<file path="config.mk">
export PLATFORM = sky130hd
export DESIGN_NAME = utf8_stream_decoder
export DESIGN_NICKNAME = d
export VERILOG_FILES = /design/src/sv/uds_pkg.sv /design/src/sv/utf8_stream_decoder.sv /design/src/sv/uds_front.sv /design/src/sv/uds_queue.sv /design/src/sv/uds_back.sv
export SDC_FILE = /design/constraint.sdc
export NUM_CORES = 1
export LEC_CHECK = 0
export ABC_AREA = 1
export BUFFER_PORTS_ARGS = -buffer_cell sky130_fd_sc_hd__buf_2
export CORE_MARGIN = 4
export CORE_UTILIZATION = 60
export CTS_CLUSTER_DIAMETER = 200
export DETAILED_ROUTE_END_ITERATION = 10
export GPL_TIMING_DRIVEN = 1
export PLACE_DENSITY = 0.8
export SLEW_MARGIN = 20
export SYNTH_ARGS = -nofsm -noshare
export SYNTH_HDL_FRONTEND = slang
export SYNTH_SLANG_ARGS = --single-unit
</file>
<file path="constraint.sdc">
create_clock -name clk_i -period 7.94 [get_ports clk_i]
set_input_delay 1.191 -clock clk_i [delete_from_list [all_inputs] [get_ports clk_i]]
set_output_delay 1.191 -clock clk_i [all_outputs]
set_load 0.02 [all_outputs]
</file>
<file path="src/sv/uds_pkg.sv">
// Shared types, constants and helpers for the UTF-8 stream decoder.
package uds_pkg;

  localparam int unsigned CP_W  = 21;
  localparam int unsigned CNT_W = 16;

  localparam longint unsigned MAX_TEXT_BYTES = 64'd65536;
  localparam longint unsigned LIMIT_RAW =
    (MAX_TEXT_BYTES - 64'd1 < 64'd65535) ? (MAX_TEXT_BYTES - 64'd1) : 64'd65535;
  localparam logic [CNT_W-1:0] TEXT_LIMIT = CNT_W'(LIMIT_RAW);

  localparam logic [CP_W-1:0] REPL_RESET = 21'd65533;

  // Sequence lengths claimed by a lead byte; zero means an invalid lead.
  localparam logic [2:0] LEN_NONE = 3'd0;
  localparam logic [2:0] LEN_ONE  = 3'd1;
  localparam logic [2:0] LEN_TWO  = 3'd2;
  localparam logic [2:0] LEN_THREE = 3'd3;
  localparam logic [2:0] LEN_FOUR = 3'd4;

  localparam int unsigned QDEPTH  = 4;
  localparam int unsigned QPTR_W  = $clog2(QDEPTH);
  localparam int unsigned QCNT_W  = $clog2(QDEPTH + 1);

  // One input byte's worth of results: a run of replacements for held
  // bytes, optionally followed by one closing result.
  typedef struct packed {
    logic [1:0]       nrep;
    logic             has_tail;
    logic [CP_W-1:0]  tail_cp;
    logic             tail_rep;
    logic [CNT_W-1:0] tail_start;
    logic [CNT_W-1:0] seq_start;
    logic [CNT_W-1:0] base_idx;
    logic             eot;
  } uds_job_t;

  function automatic logic [CNT_W-1:0] sat_add(input logic [CNT_W-1:0] a,
                                               input logic [2:0] b);
    logic [CNT_W:0] s;
    s = {1'b0, a} + {{(CNT_W-2){1'b0}}, b};
    return (s > {1'b0, TEXT_LIMIT}) ? TEXT_LIMIT : s[CNT_W-1:0];
  endfunction

endpackage

</file>
<file path="src/sv/utf8_stream_decoder.sv">
// Top level of the lenient UTF-8 stream decoder.
//
// Input channel: one text byte per beat (data_byte_i, end_of_text_i), taken
// when in_valid_i is high and in_stall_o is low. Output channel: one code
// point per beat with its byte offset, character index and run/text flags,
// taken when out_valid_o is high and out_stall_i is low.
// A byte that completes a character or is plain ASCII goes into the job queue
// at the edge that takes it and from there into the output register. One byte
// is taken per cycle as long as each byte yields at most one result and the
// receiver does not stall; a byte that breaks a pending sequence yields up to
// four results, which the result sequencer emits one at a time. A four-entry
// job queue absorbs such bursts, so the input only stalls once it fills.
// When the receiver stalls, the output beat holds, the queue fills and then
// in_stall_o rises. Reset clears the decoder state, the queue and the output
// valid flag and sets the replacement code to U+FFFD; there is no clearing
// pass. cfg_we_i writes cfg_data_i as the replacement code; the user must
// assert it only while the block is idle, which the block does not enforce.
module utf8_stream_decoder
  import uds_pkg::*;
(
  input  logic             clk_i,
  input  logic             rst_ni,
  input  logic             cfg_we_i,
  input  logic [CP_W-1:0]  cfg_data_i,
  input  logic             in_valid_i,
  output logic             in_stall_o,
  input  logic [7:0]       data_byte_i,
  input  logic             end_of_text_i,
  output logic             out_valid_o,
  input  logic             out_stall_i,
  output logic [CP_W-1:0]  code_point_o,
  output logic             is_replacement_o,
  output logic [CNT_W-1:0] start_offset_o,
  output logic [CNT_W-1:0] char_index_o,
  output logic             last_of_run_o,
  output logic             last_of_text_o
);

  logic [CP_W-1:0] repl_q;
  logic            accept;
  logic            push;
  uds_job_t        push_job;
  logic            full;
  logic            head_valid;
  uds_job_t        head_job;
  logic            pop;

  always_ff @(posedge clk_i or negedge rst_ni) begin
    if (!rst_ni) begin
      repl_q <= REPL_RESET;
    end else if (cfg_we_i) begin
      repl_q <= cfg_data_i;
    end
  end

  assign in_stall_o = full;
  assign accept     = in_valid_i && !full;

  uds_front u_front (
    .clk_i         (clk_i),
    .rst_ni        (rst_ni),
    .accept_i      (accept),
    .data_byte_i   (data_byte_i),
    .end_of_text_i (end_of_text_i),
    .repl_code_i   (repl_q),
    .push_o        (push),
    .job_o         (push_job)
  );

  uds_queue u_queue (
    .clk_i        (clk_i),
    .rst_ni       (rst_ni),
    .push_i       (push),
    .push_job_i   (push_job),
    .full_o       (full),
    .head_valid_o (head_valid),
    .head_job_o   (head_job),
    .pop_i        (pop)
  );

  uds_back u_back (
    .clk_i            (clk_i),
    .rst_ni           (rst_ni),
    .head_valid_i     (head_valid),
    .head_job_i       (head_job),
    .pop_o            (pop),
    .repl_code_i      (repl_q),
    .out_valid_o      (out_valid_o),
    .out_stall_i      (out_stall_i),
    .code_point_o     (code_point_o),
    .is_replacement_o (is_replacement_o),
    .start_offset_o   (start_offset_o),
    .char_index_o     (char_index_o),
    .last_of_run_o    (last_of_run_o),
    .last_of_text_o   (last_of_text_o)
  );

endmodule

</file>
<file path="src/sv/uds_front.sv">
// Front end: classifies each byte, tracks the pending sequence, builds jobs.
module uds_front
  import uds_pkg::*;
(
  input  logic            clk_i,
  input  logic            rst_ni,
  input  logic            accept_i,
  input  logic [7:0]      data_byte_i,
  input  logic            end_of_text_i,
  input  logic [CP_W-1:0] repl_code_i,
  output logic            push_o,
  output uds_job_t        job_o
);

  logic [2:0]       exp_len_q, exp_len_d;
  logic [1:0]       held_q, held_d;
  logic [CP_W-1:0]  partial_q, partial_d;
  logic [CNT_W-1:0] seq_q, seq_d;
  logic [CNT_W-1:0] pos_q, pos_d;
  logic [CNT_W-1:0] char_q, char_d;

  logic             cont;
  logic [2:0]       lead_len;
  logic [CP_W-1:0]  lead_bits;
  logic [2:0]       held_inc;
  logic [CP_W-1:0]  part_new;
  logic             decode_lead;
  uds_job_t         job;

  assign cont     = (data_byte_i & 8'hC0) == 8'h80;
  assign held_inc = {1'b0, held_q} + 3'd1;
  assign part_new = {partial_q[CP_W-7:0], data_byte_i[5:0]};

  always_comb begin
    if ((data_byte_i & 8'h80) == 8'h00) begin
      lead_len  = LEN_ONE;
      lead_bits = {13'd0, data_byte_i};
    end else if ((data_byte_i & 8'hE0) == 8'hC0) begin
      lead_len  = LEN_TWO;
      lead_bits = {16'd0, data_byte_i[4:0]};
    end else if ((data_byte_i & 8'hF0) == 8'hE0) begin
      lead_len  = LEN_THREE;
      lead_bits = {17'd0, data_byte_i[3:0]};
    end else if ((data_byte_i & 8'hF8) == 8'hF0) begin
      lead_len  = LEN_FOUR;
      lead_bits = {18'd0, data_byte_i[2:0]};
    end else begin
      lead_len  = LEN_NONE;
      lead_bits = '0;
    end
  end

  always_comb begin
    job            = '0;
    job.seq_start  = seq_q;
    job.base_idx   = char_q;
    job.eot        = end_of_text_i;
    decode_lead    = 1'b1;
    exp_len_d      = exp_len_q;
    held_d         = held_q;
    partial_d      = partial_q;
    seq_d          = seq_q;

    if (exp_len_q != LEN_NONE) begin
      if (cont) begin
        decode_lead = 1'b0;
        if (held_inc >= exp_len_q) begin
          job.has_tail   = 1'b1;
          job.tail_cp    = part_new;
          job.tail_rep   = 1'b0;
          job.tail_start = seq_q;
          exp_len_d      = LEN_NONE;
          held_d         = '0;
          partial_d      = '0;
        end else if (end_of_text_i) begin
          // Truncated at the end of the text: every held byte and this one are replaced.
          job.nrep = held_inc[1:0];
        end else begin
          held_d    = held_inc[1:0];
          partial_d = part_new;
        end
      end else begin
        job.nrep  = held_q;
        exp_len_d = LEN_NONE;
        held_d    = '0;
        partial_d = '0;
      end
    end

    if (decode_lead) begin
      if (lead_len == LEN_ONE) begin
        job.has_tail   = 1'b1;
        job.tail_cp    = lead_bits;
        job.tail_start = pos_q;
      end else if (lead_len == LEN_NONE || end_of_text_i) begin
        job.has_tail   = 1'b1;
        job.tail_cp    = repl_code_i;
        job.tail_rep   = 1'b1;
        job.tail_start = pos_q;
      end else begin
        exp_len_d = lead_len;
        held_d    = 2'd1;
        partial_d = lead_bits;
        seq_d     = pos_q;
      end
    end

    if (end_of_text_i) begin
      exp_len_d = LEN_NONE;
      held_d    = '0;
      partial_d = '0;
      seq_d     = '0;
      pos_d     = '0;
      char_d    = '0;
    end else begin
      pos_d  = sat_add(pos_q, 3'd1);
      char_d = sat_add(char_q, {1'b0, job.nrep} + {2'b00, job.has_tail});
    end
  end

  assign job_o  = job;
  assign push_o = accept_i && ((job.nrep != 2'd0) || job.has_tail);

  always_ff @(posedge clk_i or negedge rst_ni) begin
    if (!rst_ni) begin
      exp_len_q <= LEN_NONE;
      held_q    <= '0;
      partial_q <= '0;
      seq_q     <= '0;
      pos_q     <= '0;
      char_q    <= '0;
    end else if (accept_i) begin
      exp_len_q <= exp_len_d;
      held_q    <= held_d;
      partial_q <= partial_d;
      seq_q     <= seq_d;
      pos_q     <= pos_d;
      char_q    <= char_d;
    end
  end

endmodule

</file>
<file path="src/sv/uds_queue.sv">
// Small job queue between the front end and the result sequencer.
module uds_queue
  import uds_pkg::*;
(
  input  logic     clk_i,
  input  logic     rst_ni,
  input  logic     push_i,
  input  uds_job_t push_job_i,
  output logic     full_o,
  output logic     head_valid_o,
  output uds_job_t head_job_o,
  input  logic     pop_i
);

  localparam logic [QPTR_W-1:0] QLAST = QPTR_W'(QDEPTH - 1);
  localparam logic [QCNT_W-1:0] QFULL = QCNT_W'(QDEPTH);

  uds_job_t           mem_q [QDEPTH];
  logic [QPTR_W-1:0]  wr_ptr_q, wr_ptr_d;
  logic [QPTR_W-1:0]  rd_ptr_q, rd_ptr_d;
  logic [QCNT_W-1:0]  cnt_q, cnt_d;

  assign full_o       = cnt_q == QFULL;
  assign head_valid_o = cnt_q != '0;
  assign head_job_o   = mem_q[rd_ptr_q];

  always_comb begin
    wr_ptr_d = wr_ptr_q;
    rd_ptr_d = rd_ptr_q;
    cnt_d    = cnt_q;
    if (push_i) begin
      wr_ptr_d = (wr_ptr_q == QLAST) ? '0 : wr_ptr_q + QPTR_W'(1);
    end
    if (pop_i) begin
      rd_ptr_d = (rd_ptr_q == QLAST) ? '0 : rd_ptr_q + QPTR_W'(1);
    end
    if (push_i && !pop_i) begin
      cnt_d = cnt_q + QCNT_W'(1);
    end else if (pop_i && !push_i) begin
      cnt_d = cnt_q - QCNT_W'(1);
    end
  end

  always_ff @(posedge clk_i or negedge rst_ni) begin
    if (!rst_ni) begin
      wr_ptr_q <= '0;
      rd_ptr_q <= '0;
      cnt_q    <= '0;
    end else begin
      wr_ptr_q <= wr_ptr_d;
      rd_ptr_q <= rd_ptr_d;
      cnt_q    <= cnt_d;
    end
  end

  always_ff @(posedge clk_i) begin
    if (push_i) begin
      mem_q[wr_ptr_q] <= push_job_i;
    end
  end

endmodule

</file>
<file path="src/sv/uds_back.sv">
// Back end: expands each job into result beats through an output register.
module uds_back
  import uds_pkg::*;
(
  input  logic             clk_i,
  input  logic             rst_ni,
  input  logic             head_valid_i,
  input  uds_job_t         head_job_i,
  output logic             pop_o,
  input  logic [CP_W-1:0]  repl_code_i,
  output logic             out_valid_o,
  input  logic             out_stall_i,
  output logic [CP_W-1:0]  code_point_o,
  output logic             is_replacement_o,
  output logic [CNT_W-1:0] start_offset_o,
  output logic [CNT_W-1:0] char_index_o,
  output logic             last_of_run_o,
  output logic             last_of_text_o
);

  logic [1:0]       k_q, k_d;
  logic             out_valid_q, out_valid_d;
  logic [CP_W-1:0]  cp_q;
  logic             rep_q;
  logic [CNT_W-1:0] start_q;
  logic [CNT_W-1:0] idx_q;
  logic             run_last_q;
  logic             text_last_q;

  logic             load;
  logic             is_flush;
  logic             last;
  logic [CP_W-1:0]  cur_cp;
  logic             cur_rep;
  logic [CNT_W-1:0] cur_start;

  assign load     = head_valid_i && (!out_valid_q || !out_stall_i);
  assign is_flush = k_q < head_job_i.nrep;

  always_comb begin
    if (is_flush) begin
      cur_cp    = repl_code_i;
      cur_rep   = 1'b1;
      cur_start = sat_add(head_job_i.seq_start, {1'b0, k_q});
      last      = ({1'b0, k_q} + 3'd1 == {1'b0, head_job_i.nrep}) && !head_job_i.has_tail;
    end else begin
      cur_cp    = head_job_i.tail_cp;
      cur_rep   = head_job_i.tail_rep;
      cur_start = head_job_i.tail_start;
      last      = 1'b1;
    end
  end

  assign pop_o = load && last;

  always_comb begin
    k_d = k_q;
    if (pop_o) begin
      k_d = '0;
    end else if (load) begin
      k_d = k_q + 2'd1;
    end
    if (load) begin
      out_valid_d = 1'b1;
    end else begin
      out_valid_d = out_valid_q && out_stall_i;
    end
  end

  always_ff @(posedge clk_i or negedge rst_ni) begin
    if (!rst_ni) begin
      k_q         <= '0;
      out_valid_q <= 1'b0;
    end else begin
      k_q         <= k_d;
      out_valid_q <= out_valid_d;
    end
  end

  always_ff @(posedge clk_i) begin
    if (load) begin
      cp_q        <= cur_cp;
      rep_q       <= cur_rep;
      start_q     <= cur_start;
      idx_q       <= sat_add(head_job_i.base_idx, {1'b0, k_q});
      run_last_q  <= last;
      text_last_q <= last && head_job_i.eot;
    end
  end

  assign out_valid_o      = out_valid_q;
  assign code_point_o     = cp_q;
  assign is_replacement_o = rep_q;
  assign start_offset_o   = start_q;
  assign char_index_o     = idx_q;
  assign last_of_run_o    = run_last_q;
  assign last_of_text_o   = text_last_q;

endmodule

</file>
==> Yosys cells after proc, flatten, opt, wreduce, memory -nomap -nowiden <==
Memories as Yosys holds them, arrays and structs flattened.
Index checks and enable logic that the tools add are counted.
{ "op_classes": {"eq_ne": 11, "addsub": 12, "mux": 63, "reduce_logical": 27, "magnitude_cmp": 6} }
{ "op_table": {"columns": ["operator", "count"], "rows": [
  ["$mux W21", 11],
  ["$mux W16", 11],
  ["$mux W39", 4],
  ["$gt A17 B16 Y1 const B", 4],
  ["$mux W3", 14],
  ["$mux W41", 1],
  ["$add A16 B2 Y17", 2],
  ["$mux W2", 14],
  ["$mux W22", 1],
  ["$add A16 B1 Y17 const B", 1],
  ["$add A16 B3 Y17", 1],
  ["$logic_and A1 B1 Y1", 9],
  ["$logic_not A8 Y1", 1],
  ["$reduce_bool A2 Y1", 4],
  ["$mux W1", 7],
  ["$add A2 B1 Y2 const B", 3],
  ["$add A2 B1 Y3 const B", 2],
  ["$eq A2 B2 Y1 const B", 3],
  ["$eq A3 B3 Y1 const B", 2],
  ["$logic_not A1 Y1", 6],
  ["$reduce_bool A3 Y1", 2],
  ["$eq A5 B5 Y1 const B", 1],
  ["$eq A4 B4 Y1 const B", 1],
  ["$ne A2 B2 Y1 const B", 2],
  ["10 further kinds", 12]
]} }
{ "totals": {"inputBits": 35, "memories": 1, "ram_bits": 296, "register_bits": 161} }
{ "memory_table": {"columns": ["memory", "words", "word_bits", "read_ports", "rd_clocked_by_memory_dff", "wr", "line_no", "rtl"], "rows": [
  ["u_queue.mem_q", 4, 74, 1, 0, 1, "uds_queue.sv:18", "uds_job_t mem_q [QDEPTH];"]
]} }

==> Longest topological paths before layout <==
Gate-level depths: netlist of run 1.
{ "logic_depth": {"ltp_word": 16, "ltp_mapped": 21, "ltp_nobuf": 21} }

==> Hierarchy <==
From an unflattened synthesis of run 1, not the netlist that was laid out.
{ "unflattened": {"cells_unflattened": 2011, "area_unflattened_um2": 20851.2} }
{ "by_module_without_submodules": {"columns": ["mod", "area_each_um2", "n_inst", "cells_per_inst", "seq_area_each_um2"], "rows": [
  ["uds_queue", 12067.8, 1, 916, 9063.7],
  ["uds_front", 4578.1, 1, 632, 1701.6],
  ["uds_back", 3375.7, 1, 372, 1756.7],
  ["utf8_stream_decoder", 829.5, 1, 91, 544.3]
]} }

==> Worst setup path before layout of run 1 <==
OpenSTA, ideal clock, no wires.
{ "synth_timing": {"path_type": "input to register", "startpoint": "input port data_byte_i[6]", "endpoint": "memory u_queue.mem_q[0][0] (netlist name) (enable)", "setup_time_ns": 0.507, "arrival_ns": 5.275, "setup_slack_ns": 2.158, "cell_stages": 11, "required_time_ns": 7.433, "path_cell_list": "nand2_1 > nor3_1 > nor2_1 > nand3_1 > nand2_1 > inv_2 > nand2_1 > nand2_1 > nand3_1 > nand2_2 > nor2_1"} }
{ "synth_via": {"elab_chain_len": 14, "elab_cells_between_ends": 24, "classes_between": "5 x eq/ne; 14 x mux; 5 x reduce/logical"} }
{ "synth_lines": {"columns": ["element", "line_no", "rtl"], "rows": [
  ["start: declaration", "utf8_stream_decoder.sv:27", "input logic [7:0] data_byte_i,"],
  ["$eq A5 B5 Y1", "uds_front.sv:44", "end else if ((data_byte_i & 8'hF8) == 8'hF0) begin"],
  ["$mux W3", "uds_front.sv:44", null],
  ["$mux W3", "uds_front.sv:41", "end else if ((data_byte_i & 8'hF0) == 8'hE0) begin"],
  ["$mux W3", "uds_front.sv:38", "end else if ((data_byte_i & 8'hE0) == 8'hC0) begin"],
  ["$mux W3", "uds_front.sv:35", "if ((data_byte_i & 8'h80) == 8'h00) begin"],
  ["$logic_not A3 Y1", "uds_front.sv:95", "end else if (lead_len == LEN_NONE || end_of_text_i) begin"],
  ["$logic_or A1 B1 Y1", "uds_front.sv:95", null],
  ["$mux W39", "uds_front.sv:95", null],
  ["$mux W22", "uds_front.sv:91", "if (lead_len == LEN_ONE) begin"],
  ["$mux W39", "uds_front.sv:90", "if (decode_lead) begin"],
  ["$logic_or A1 B1 Y1 *", "uds_front.sv:122", "assign push_o = accept_i && ((job.nrep != 2'd0) || job.has_tail);"],
  ["$logic_and A1 B1 Y1 *", "uds_front.sv:122", null],
  ["$mux W1 *", "uds_queue.sv:57", "if (push_i) begin"],
  ["$mux W1 (implied by the code) *", "uds_queue.sv:58", "mem_q[wr_ptr_q] <= push_job_i;"],
  ["end: declaration", "uds_queue.sv:18", null]
]} }
Mark *: on every way between the ends. The rest lies on a longest branch, timed or not.

==> Worst setup path after layout of run 1 <==
{ "layout_timing": {"startpoint": "input port data_byte_i[7]", "endpoint": "register u_front.char_q[8]"} }
{ "layout_via": {"elab_chain_len": 15, "elab_cells_between_ends": 25, "classes_between": "2 x add/sub; 1 x order compare; 5 x eq/ne; 14 x mux; 3 x reduce/logical"} }
{ "layout_lines": {"columns": ["element", "line_no", "rtl"], "rows": [
  ["$eq A5 B5 Y1", "uds_front.sv:44", null],
  ["$mux W3", "uds_front.sv:44", null],
  ["$mux W3", "uds_front.sv:41", null],
  ["$mux W3", "uds_front.sv:38", null],
  ["$mux W3", "uds_front.sv:35", null],
  ["$logic_not A3 Y1", "uds_front.sv:95", null],
  ["$logic_or A1 B1 Y1", "uds_front.sv:95", null],
  ["$mux W39", "uds_front.sv:95", null],
  ["$mux W22", "uds_front.sv:91", null],
  ["$mux W39", "uds_front.sv:90", null],
  ["$add A2 B1 Y3 *", "uds_front.sv:117", "char_d = sat_add(char_q, {1'b0, job.nrep} + {2'b00, job.has_tail});"],
  ["$add A16 B3 Y17 *", "uds_pkg.sv:41", "s = {1'b0, a} + {{(CNT_W-2){1'b0}}, b};"],
  ["$gt A17 B16 Y1", "uds_pkg.sv:42", "return (s > {1'b0, TEXT_LIMIT}) ? TEXT_LIMIT : s[CNT_W-1:0];"],
  ["$mux W16 *", "uds_pkg.sv:42", null],
  ["$mux W16 *", "uds_front.sv:108", "if (end_of_text_i) begin"],
  ["end signal: assignment", "uds_front.sv:138", "char_q <= char_d;"],
  ["end: declaration", "uds_front.sv:20", "logic [CNT_W-1:0] char_q, char_d;"]
]} }
Marked as above.
A chain may end at the register's enable or synchronous reset.

==> results of run 1 <==
[per-layer routing]
| layer | vias up | global-route usage | share of wire |
|---|---|---|---|
| met1 | 6820 | 0.332 | 0.40 |
| met2 | 617 | 0.425 | 0.49 |
| met4 | 0 | 0.0953 | 0.034 |
| met5 | - | 0 | 0 |
| met3 | 109 | 0.0371 | 0.072 |
| li1 | 6672 | - | - |
[worst register-to-register path: cells and delay by family (launching register included)]
kind | cells | cell delay (ps)
flops | 1 | 440
simple gates | 9 | 1460
buf+inv | 1 | 270
fa+ha+maj | 4 | 1550
compound gates | 3 | 630
[power breakdown]
group | total (W) | internal (W) | switching, W
logic | 0.00283 | 0.000781 | 0.00205
registers | 0.00337 | 0.00319 | 0.000177
clock network | 0.00212 | 0.00126 | 0.000857
[worst min-delay path by stage]
stage,start,endpoint,slack [ps],depth (start not counted)
after global routing,repl_q[5]$_DFFE_PN1P_,repl_q[5]$_DFFE_PN1P_,550,2
after CTS,repl_q[5]$_DFFE_PN1P_,repl_q[5]$_DFFE_PN1P_,500,2
after floorplan,repl_q[5]$_DFFE_PN1P_,repl_q[5]$_DFFE_PN1P_,460,2
final,repl_q[5]$_DFFE_PN1P_,repl_q[5]$_DFFE_PN1P_,500,2
after global placement,repl_q[5]$_DFFE_PN1P_,repl_q[5]$_DFFE_PN1P_,490,2
after detailed placement,repl_q[5]$_DFFE_PN1P_,repl_q[5]$_DFFE_PN1P_,490,2
[metrics by stage]
step           worst slack (ps)  utilization  power [W]  cells  hold slack, ps
2_1_floorplan              2160            -    0.00542   1892             464
3_3_place_gp               2700        0.636    0.00613   2355             492
3_5_place_dp               2580        0.636    0.00622   2355             492
4_1_cts                    3140        0.681    0.00835   2435             503
5_1_grt                    2710        0.681    0.00883   2435             552
6_report                   3010        0.681    0.00832   2435             505
[cells in the mapped netlist (14+ instances only)]
| cell type | number |
|---|---|
| dfstp_2 | 15 |
| edfxtp_1 | 352 |
| a21oi_1 | 14 |
| dfrtp_1 | 84 |
| clkbuf_1 | 43 |
| ha_1 | 20 |
| o31ai_1 | 18 |
| nor2_1 | 167 |
| buf_2 | 28 |
| nand4_1 | 23 |
| nand3_1 | 125 |
| o21ai_0 | 181 |
| xor2_1 | 24 |
| inv_1 | 144 |
| o22ai_1 | 77 |
| nand2_1 | 439 |
| nor3_1 | 14 |
[flip-flops by register name (all words and copies together) (netlist names), 2 cells and up]
| signal | flops |
|---|---|
| u_front.held_q | 2 |
| u_queue.cnt_q | 3 |
| u_front.exp_len_q | 3 |
| u_front.seq_q | 16 |
| u_queue.wr_ptr_q | 2 |
| repl_q | 21 |
| u_front.partial_q | 15 |
| u_queue.rd_ptr_q | 2 |
| u_back.code_point_o | 21 |
| u_back.char_index_o | 16 |
| u_queue.mem_q | 296 |
| u_back.k_q | 2 |
| u_front.pos_q | 16 |
| u_back.start_offset_o | 16 |
| u_front.char_q | 16 |
[final cells by class]
| cell class | count | share of cell area |
|---|---|---|
| clock inverters | 26 | 0.0132 |
| multi-input cells | 1193 | 0.270 |
| well taps | 442 | 0.0248 |
| inverters | 156 | 0.0263 |
| clock buffers | 54 | 0.0532 |
| repair buffers | 113 | 0.0278 |
| flip-flops and latches | 451 | 0.585 |
[cell families (layout without fill, tap and decap cells)]
group           count (synthesis)  after routing  synth area share
flops                         451            451             0.649
xor+xnor                       34             34            0.0148
mux                             1              1          0.000560
fa+ha+maj                      25             25            0.0174
buf+inv                       248            349            0.0532
simple gates                  812            812             0.174
compound gates                321            321            0.0911
==> run_results.csv, run 1 <==
group,metric,value,unit
finish,final_common_cell,"nand2_1",
finish,fill_cells,2389,
timing,relSlewSlack,0.307,
worst_setup_path,crit_top_cell,"nand2_1",
worst_setup_path,cp-startpoint,"data_byte_i[7]",
finish,regArea,13100,µm²
synthesis,synth_warnings,0,
job,cap_violations,0,
worst_setup_path,r2r-start,"u_front.held_q[0]$_DFFE_PN0P_",
synthesis,synth_area_leaders,"edfxtp_1 (53%), dfrtp_1 (10%), nand2_1 (8.2%)",
timing,final_hold_viol_count,0,
clock_network,cts_setup_buffers,0,
detailed_routing,drt-initial-drc-count,1445,
finish,stdcell_area,22300,µm²
worst_setup_path,cp.depth,18,
synthesis,yosysTopAreaCell,"edfxtp_1",
clock_network,cts_sinks,451,
clock_network,clockRootBuffer,"clkbuf_16",
clock_network,clkLatencyLatePin,550,ps
grt,gr-total-overflow,0,
worst_setup_path,worst-setup-path-type,"in2reg",
timing,period_needed,4930,ps
power_and_ir_drop,ir_drop,0.000222,V
synthesis,syn-num-nets,1952,
power_and_ir_drop,p_leak,8.86,nW
timing,min_period_over_period,0.621,
worst_setup_path,r2r_end,"u_front.char_q[8]$_DFFE_PN0P_",
worst_setup_path,critPathTopFamily,"simple AND/OR/NAND/NOR gates",
synthesis,syn_avg_cell_area,10.6,µm²
timing,worstMarginPinSlew,1040,ps
detailed_routing,ant_nets,0,
synthesis,syn_inst,1892,
worst_setup_path,cp-end-kind,"flop",
worst_setup_path,crit_slowest_cell,"nand2_1",
floorplan,die_height,191,µm
finish,multi_input_area,6020,µm²
floorplan,top_level_ports,93,
worst_setup_path,arrival,5380,ps
min_path,holdCritPathClass,"reg2reg",
synthesis,seq_area_frac_synth,0.649,
floorplan,row_count,66,
grt,grt_use_total,0.251,
synthesis,syn_area,20100,µm²
synthesis,ys.flop_type,"edfxtp_1",
detailed_routing,vias,14218,
timing,setup_violations,0,
floorplan,die_area,36500,µm²
clock_network,cts_buffer_depth,3,
finish,syn_to_final_growth,11.0,%
placed_design,gp_congestion,0.927,
placed_design,place_hpwl,28000,µm
timing,maxSlewViolCount,0,
finish,mostFrequentLayoutCells,"nand2_1 (439), edfxtp_1 (352), o21ai_0 (181)",
floorplan,core,32800,µm²
detailed_routing,drc,0,
clock_network,cts_buffers,43,
timing,fin_skew,11.8,ps
detailed_routing,firstDrtPassIters,6,
worst_setup_path,path_buf_inv,3,
synthesis,synth_edf_count,352,
run_status,status,"finished clean",
worst_setup_path,max_stage_delay,530,ps
floorplan,initial_utilization,0.614,
power_and_ir_drop,powerDensity,372,nW/µm²
clock_network,cts_resized,0,
worst_setup_path,required,8390,ps
detailed_routing,post_drt_wl_per_cell,18.6,µm
worst_setup_path,cp_max_fo,21,
synthesis,async_reset_ff_frac,0.220,
synthesis,ys_ff_latch,451,
grt,antenna_found_initial,1,
finish,diodes,0,
grt,grt_pass1_wl,72900,µm
clock_network,clk_pin_slew_worst_paths,60,ps
grt,grt_pass1_vias,14088,
placed_design,portBuffers,92,
worst_setup_path,reg2reg_depth,17,
timing,timing.fmax,203,MHz
detailed_routing,drt_wl_total,45200,µm
floorplan,die_x,191,µm
worst_setup_path,crit_end,"u_front.char_q[8]$_DFFE_PN0P_",
worst_setup_path,crit_chain,"buf_2 -> nand2_1 -> nor3_1 -> nor2_1 -> nand3_1 -> nand2_1 -> inv_2 -> nand2_1 -> nand2_1 -> fa_1 -> fa_1 -> nor2_1 -> nand4_1 -> nor2_1 -> nand4_1 -> inv_1 -> o21ai_0 -> o21ai_0",
synthesis,synth_cell_types,50,
timing,rsz0062_at_grt,"false",
placed_design,dpl_cell_area,20900,µm²
worst_setup_path,r2r_slack,3490,ps
finish,drive_gt1_frac,0.132,
synthesis,synth_top_area_frac,0.525,
clock_network,hold_buffers,0,
timing,tns,0,ps
detailed_routing,vias_per_cell,5.84,
finish,layout.nets,2018,
clock_network,cts_max_level,2,
clock_network,cts_tree,"built",
grt,grt_max_degree,101,
worst_setup_path,startpoint_type,"input port",
No activity file was read; power rests on OpenSTA's default activity.
==> inputs of run 2 (changes only) <==
clock period = 5 ns   (was 7.94 ns; I/O delays follow)
==> run_results.csv, run 2 (synthesis gave the netlist of run 1 again) <==
group,metric,value,unit
clock_network,cts_tree,"built",
clock_network,cts_resized,0,
power_and_ir_drop,ir_drop,0.000328,V
floorplan,initial_utilization,0.614,
floorplan,core,32800,µm²
worst_setup_path,cp_max_fo,12,
clock_network,cts_sinks,451,
clock_network,hold_buffers,0,
floorplan,top_level_ports,93,
grt,grt_pass1_wl,72200,µm
timing,final_hold_viol_count,0,
timing,rsz0062_at_grt,"false",
power_and_ir_drop,powerDensity,588,nW/µm²
finish,final_common_cell,"nand2_1",
clock_network,clockRootBuffer,"clkbuf_16",
clock_network,clk_pin_slew_worst_paths,60,ps
grt,grt_max_degree,88,
worst_setup_path,startpoint_type,"flop",
timing,maxSlewViolCount,0,
timing,fin_skew,34.3,ps
worst_setup_path,critPathTopFamily,"adder cells",
detailed_routing,firstDrtPassIters,6,
finish,drive_gt1_frac,0.132,
placed_design,portBuffers,92,
grt,grt_use_total,0.250,
run_status,status,"finished clean",
clock_network,cts_max_level,2,
finish,regMostFlops,"u_queue.mem_q",
worst_setup_path,worst-setup-path-type,"reg2reg",
detailed_routing,vias,14184,
timing,relSlewSlack,0.328,
clock_network,cts_buffers,45,
timing,timing.fmax,233,MHz
min_path,holdCritPathClass,"in2async",
placed_design,pre_cts_ws,740,ps
detailed_routing,drt-initial-drc-count,1309,
worst_setup_path,arrival,4750,ps
finish,largest_register_ffs,296,
finish,syn_to_final_growth,11.3,%
timing,period_needed,4300,ps
timing,min_period_over_period,0.859,
finish,fin_cells,2444,
detailed_routing,drt_wl_total,45600,µm
worst_setup_path,crit_slowest_cell,"nand4_1",
detailed_routing,ant_nets,0,
finish,layout.nets,2026,
clock_network,clkLatencyLatePin,560,ps
worst_setup_path,crit_chain,"ha_1 -> ha_1 -> nand2_1 -> nor2_1 -> a211oi_1 -> nand4_1 -> nand2_1 -> nand2_1 -> fa_1 -> fa_1 -> nor2_1 -> nand4_1 -> nor2_1 -> nand4_1 -> inv_1 -> o21ai_0 -> o21ai_0",
timing,worstMarginPinSlew,1010,ps
floorplan,die_x,191,µm
placed_design,numPlacedInstances,2361,
clock_network,cts_setup_buffers,0,
placed_design,gp_congestion,0.924,
timing,fin_ws,704,ps
finish,diodes,0,
worst_setup_path,path_buf_inv,1,
floorplan,row_count,66,
detailed_routing,post_drt_wl_per_cell,18.7,µm
placed_design,place_hpwl,28300,µm
grt,gr-total-overflow,0,
power_and_ir_drop,p_leak,8.87,nW
finish,mostFrequentLayoutCells,"nand2_1 (439), edfxtp_1 (352), o21ai_0 (181)",
grt,grt_pass1_vias,13861,
worst_setup_path,max_stage_delay,480,ps
clock_network,cts_buffer_depth,3,
floorplan,die_height,191,µm
worst_setup_path,cp-end-kind,"flop",
grt,antenna_found_initial,0,
detailed_routing,drc,0,
floorplan,die_area,36500,µm²
detailed_routing,vias_per_cell,5.80,
worst_setup_path,required,5450,ps
timing,setup_violations,0,
job,cap_violations,0,
## run 2: routing by layer
metal / vias up / share of wire / GRT usage / wire length (µm)
met3: 88 / 0.067 / 0.0334 / 3060
met1: 6870 / 0.41 / 0.339 / 18700
met5: - / 0 / 0 / 0
met4: 0 / 0.025 / 0.0782 / 1130
met2: 548 / 0.50 / 0.427 / 22700
li1: 6678 / - / - / -
## run 2: area by class of cell
class | count | area [µm²]
clock inverters | 19 | 161
repair buffers | 119 | 728
clock buffers | 64 | 1270
multi-input cells | 1193 | 6020
inverters | 156 | 588
flip-flops and latches | 451 | 13100
fillers | 2365 | 10400
well taps | 442 | 553
## run 2: path summary, 6_finish.rpt
path / endpoint / startpoint / slack [ps] / cells after the start
max reg2reg: u_front.char_q[7]$_DFFE_PN0P_ / u_front.held_q[0]$_DFFE_PN0P_ / 700 / 17
min reg2reg: repl_q[8]$_DFFE_PN1P_ / repl_q[8]$_DFFE_PN1P_ / 510 / 2
min: u_back.k_q[1]$_DFFE_PN0P_ / rst_ni / 310 / 1
max: u_front.char_q[7]$_DFFE_PN0P_ / u_front.held_q[0]$_DFFE_PN0P_ / 700 / 17
min in group clk_i: repl_q[19]$_DFFE_PN0P_ / cfg_data_i[19] / 400 / 3
max in group asynchronous: u_front.exp_len_q[2]$_DFFE_PN0P_ / rst_ni / 3610 / 2
## run 2: where the power goes
part | total [W] | internal, W | switching [W]
Clock | 0.00325 | 0.00187 | 0.00137
Sequential | 0.00535 | 0.00507 | 0.000276
Combinational | 0.00458 | 0.00130 | 0.00328
Total | 0.0132 | 0.00824 | 0.00493
## run 2: through the flow
step	cell area [µm²]	hold slack [ps]	power (W)	TNS (ps)	utilization
after detailed placement	21000	497	0.00997	0	0.639
after CTS	22400	318	0.0132	0	0.683
after global routing	22400	362	0.0140	0	0.683
final	22400	306	0.0132	0	0.683
after global placement	21000	481	0.00983	0	0.639
after floorplan	20100	454	0.00860	-169970	-
==> inputs of run 3 (changes only) <==
CORE_MARGIN = 2   (was 4)
==> run_results.csv, run 3 (synthesis gave the netlist of run 1 again) <==
group,metric,value,unit
run_status,status,"finished clean",
timing,period_needed,4400,ps
floorplan,die_area,35000,µm²
finish,fill_cells,2397,
worst_setup_path,cp-end-kind,"flop",
clock_network,cts_setup_buffers,0,
grt,grt_pass1_wl,73300,µm
detailed_routing,drt-initial-drc-count,1401,
worst_setup_path,r2r-start,"u_front.held_q[0]$_DFFE_PN0P_",
floorplan,die_x,187,µm
grt,grt_max_degree,88,
placed_design,portBuffers,92,
detailed_routing,firstDrtPassIters,5,
power_and_ir_drop,powerDensity,599,nW/µm²
timing,fin_skew,12.8,ps
worst_setup_path,cp_max_fo,12,
power_and_ir_drop,ir_drop,0.000399,V
finish,fin_cells,2447,
finish,diodes,0,
min_path,holdCritPathClass,"in2async",
detailed_routing,drc,0,
detailed_routing,drt_wl_total,45500,µm
timing,final_hold_viol_count,0,
grt,gr-total-overflow,0,
finish,largest_register_ffs,296,
finish,mostFrequentLayoutCells,"nand2_1 (439), edfxtp_1 (352), o21ai_0 (181)",
clock_network,clk_pin_slew_worst_paths,60,ps
timing,setup_violations,0,
detailed_routing,ant_nets,0,
floorplan,core,33300,µm²
placed_design,place_hpwl,27900,µm
worst_setup_path,cp-startpoint,"u_front.held_q[0]$_DFFE_PN0P_",
timing,fin_ws,598,ps
worst_setup_path,arrival,4870,ps
worst_setup_path,startpoint_type,"flop",
clock_network,cts_tree,"built",
worst_setup_path,reg2reg_depth,17,
placed_design,pre_cts_ws,675,ps
floorplan,row_count,67,
worst_setup_path,required,5470,ps
clock_network,cts_max_level,2,
job,cap_violations,0,
grt,antenna_found_initial,0,
floorplan,top_level_ports,93,
clock_network,cts_buffer_depth,3,
timing,rsz0062_at_grt,"false",
finish,syn_to_final_growth,11.8,%
timing,maxSlewViolCount,0,
detailed_routing,vias,14270,
power_and_ir_drop,p_leak,8.93,nW
finish,regMostFlops,"u_queue.mem_q",
detailed_routing,post_drt_wl_per_cell,18.6,µm
worst_setup_path,r2r_end,"u_front.char_q[8]$_DFFE_PN0P_",
finish,drive_gt1_frac,0.133,
timing,relSlewSlack,0.306,
finish,layout.nets,2022,
clock_network,cts_buffers,45,
floorplan,die_height,187,µm
finish,final_common_cell,"nand2_1",
floorplan,initial_utilization,0.605,
grt,grt_pass1_vias,14250,
clock_network,clkLatencyLatePin,550,ps
timing,timing.fmax,227,MHz
clock_network,hold_buffers,0,
worst_setup_path,crit_end,"u_front.char_q[8]$_DFFE_PN0P_",
timing,worstMarginPinSlew,1040,ps
timing,tns,0,ps
placed_design,numPlacedInstances,2363,
worst_setup_path,worst-setup-path-type,"reg2reg",
worst_setup_path,r2r_slack,600,ps
grt,grt_use_total,0.263,
timing,min_period_over_period,0.880,
placed_design,gp_congestion,0.887,
clock_network,cts_sinks,451,
clock_network,clockRootBuffer,"clkbuf_16",
detailed_routing,vias_per_cell,5.83,
clock_network,cts_resized,0,
finish,utilization,0.676,
==> run 3: cell count changes in the layout (fill, tap and decap cells not counted), sizes merged <==
cell      change
clkbuf        +1
clkinvlp      -3
inv           +3
bufinv        +5
clkinv        -5
buf           -4
==> run 3: worst min-delay path by stage <==
stage                                       start                        endpoint
floorplan                                  rst_ni          repl_q[16]$_DFFE_PN0P_
global placement            repl_q[5]$_DFFE_PN1P_           repl_q[5]$_DFFE_PN1P_
detailed placement  u_front.seq_q[10]$_DFFE_PN0P_  u_queue.mem_q[3][27]$_DFFE_PP_
CTS                                        rst_ni          repl_q[19]$_DFFE_PN0P_
global route                               rst_ni          repl_q[19]$_DFFE_PN0P_
finish                                     rst_ni          repl_q[19]$_DFFE_PN0P_
==> run 3: area by class of cell <==
class / count / area (µm²) / area share
timing repair buffer: 115 / 686 / 0.0305
inverter: 156 / 588 / 0.0261
clock inverter: 19 / 292 / 0.0130
sequential: 451 / 13100 / 0.581
multi-input combinational: 1193 / 6020 / 0.268
tap: 448 / 561 / 0.0249
clock buffer: 65 / 1280 / 0.0570
==> run 3: per-stage QoR <==
step	area [µm²]	power (W)	hold slack, ps
final	22500	0.0135	270
after global routing	22500	0.0142	319
after CTS	22500	0.0135	281
after detailed placement	20900	0.00995	499
after global placement	20900	0.00980	480
after floorplan	20100	0.00860	454
==> run 3: critical path: stages, from the launching register on <==
cell	delay, ps
dfrtp_1	450
ha_1	360
ha_1	300
nand2_1	70
nor2_1	40
a211oi_1	370
nand4_1	160
nand2_1	90
nand2_1	100
fa_1	460
fa_1	450
nor2_1	120
nand4_1	70
nor2_1	270
nand4_1	500
inv_1	280
o21ai_0	140
o21ai_0	100
==> run 3: power by group <==
part / internal [W] / switching, W / leakage [nW]
Clock: 0.00216 / 0.00139 / 0.776
Combinational: 0.00127 / 0.00330 / 3.54
Sequential: 0.00507 / 0.000287 / 4.61
Total: 0.00849 / 0.00498 / 8.93
==> run 3: routing by layer <==
metal	part of all wire	global-route usage	wire length (µm)	vias up
met5	0	0	0	-
met4	0.021	0.0855	950	0
met3	0.069	0.0356	3120	88
met2	0.50	0.455	22900	563
met1	0.41	0.348	18500	6935
li1	-	-	-	6684
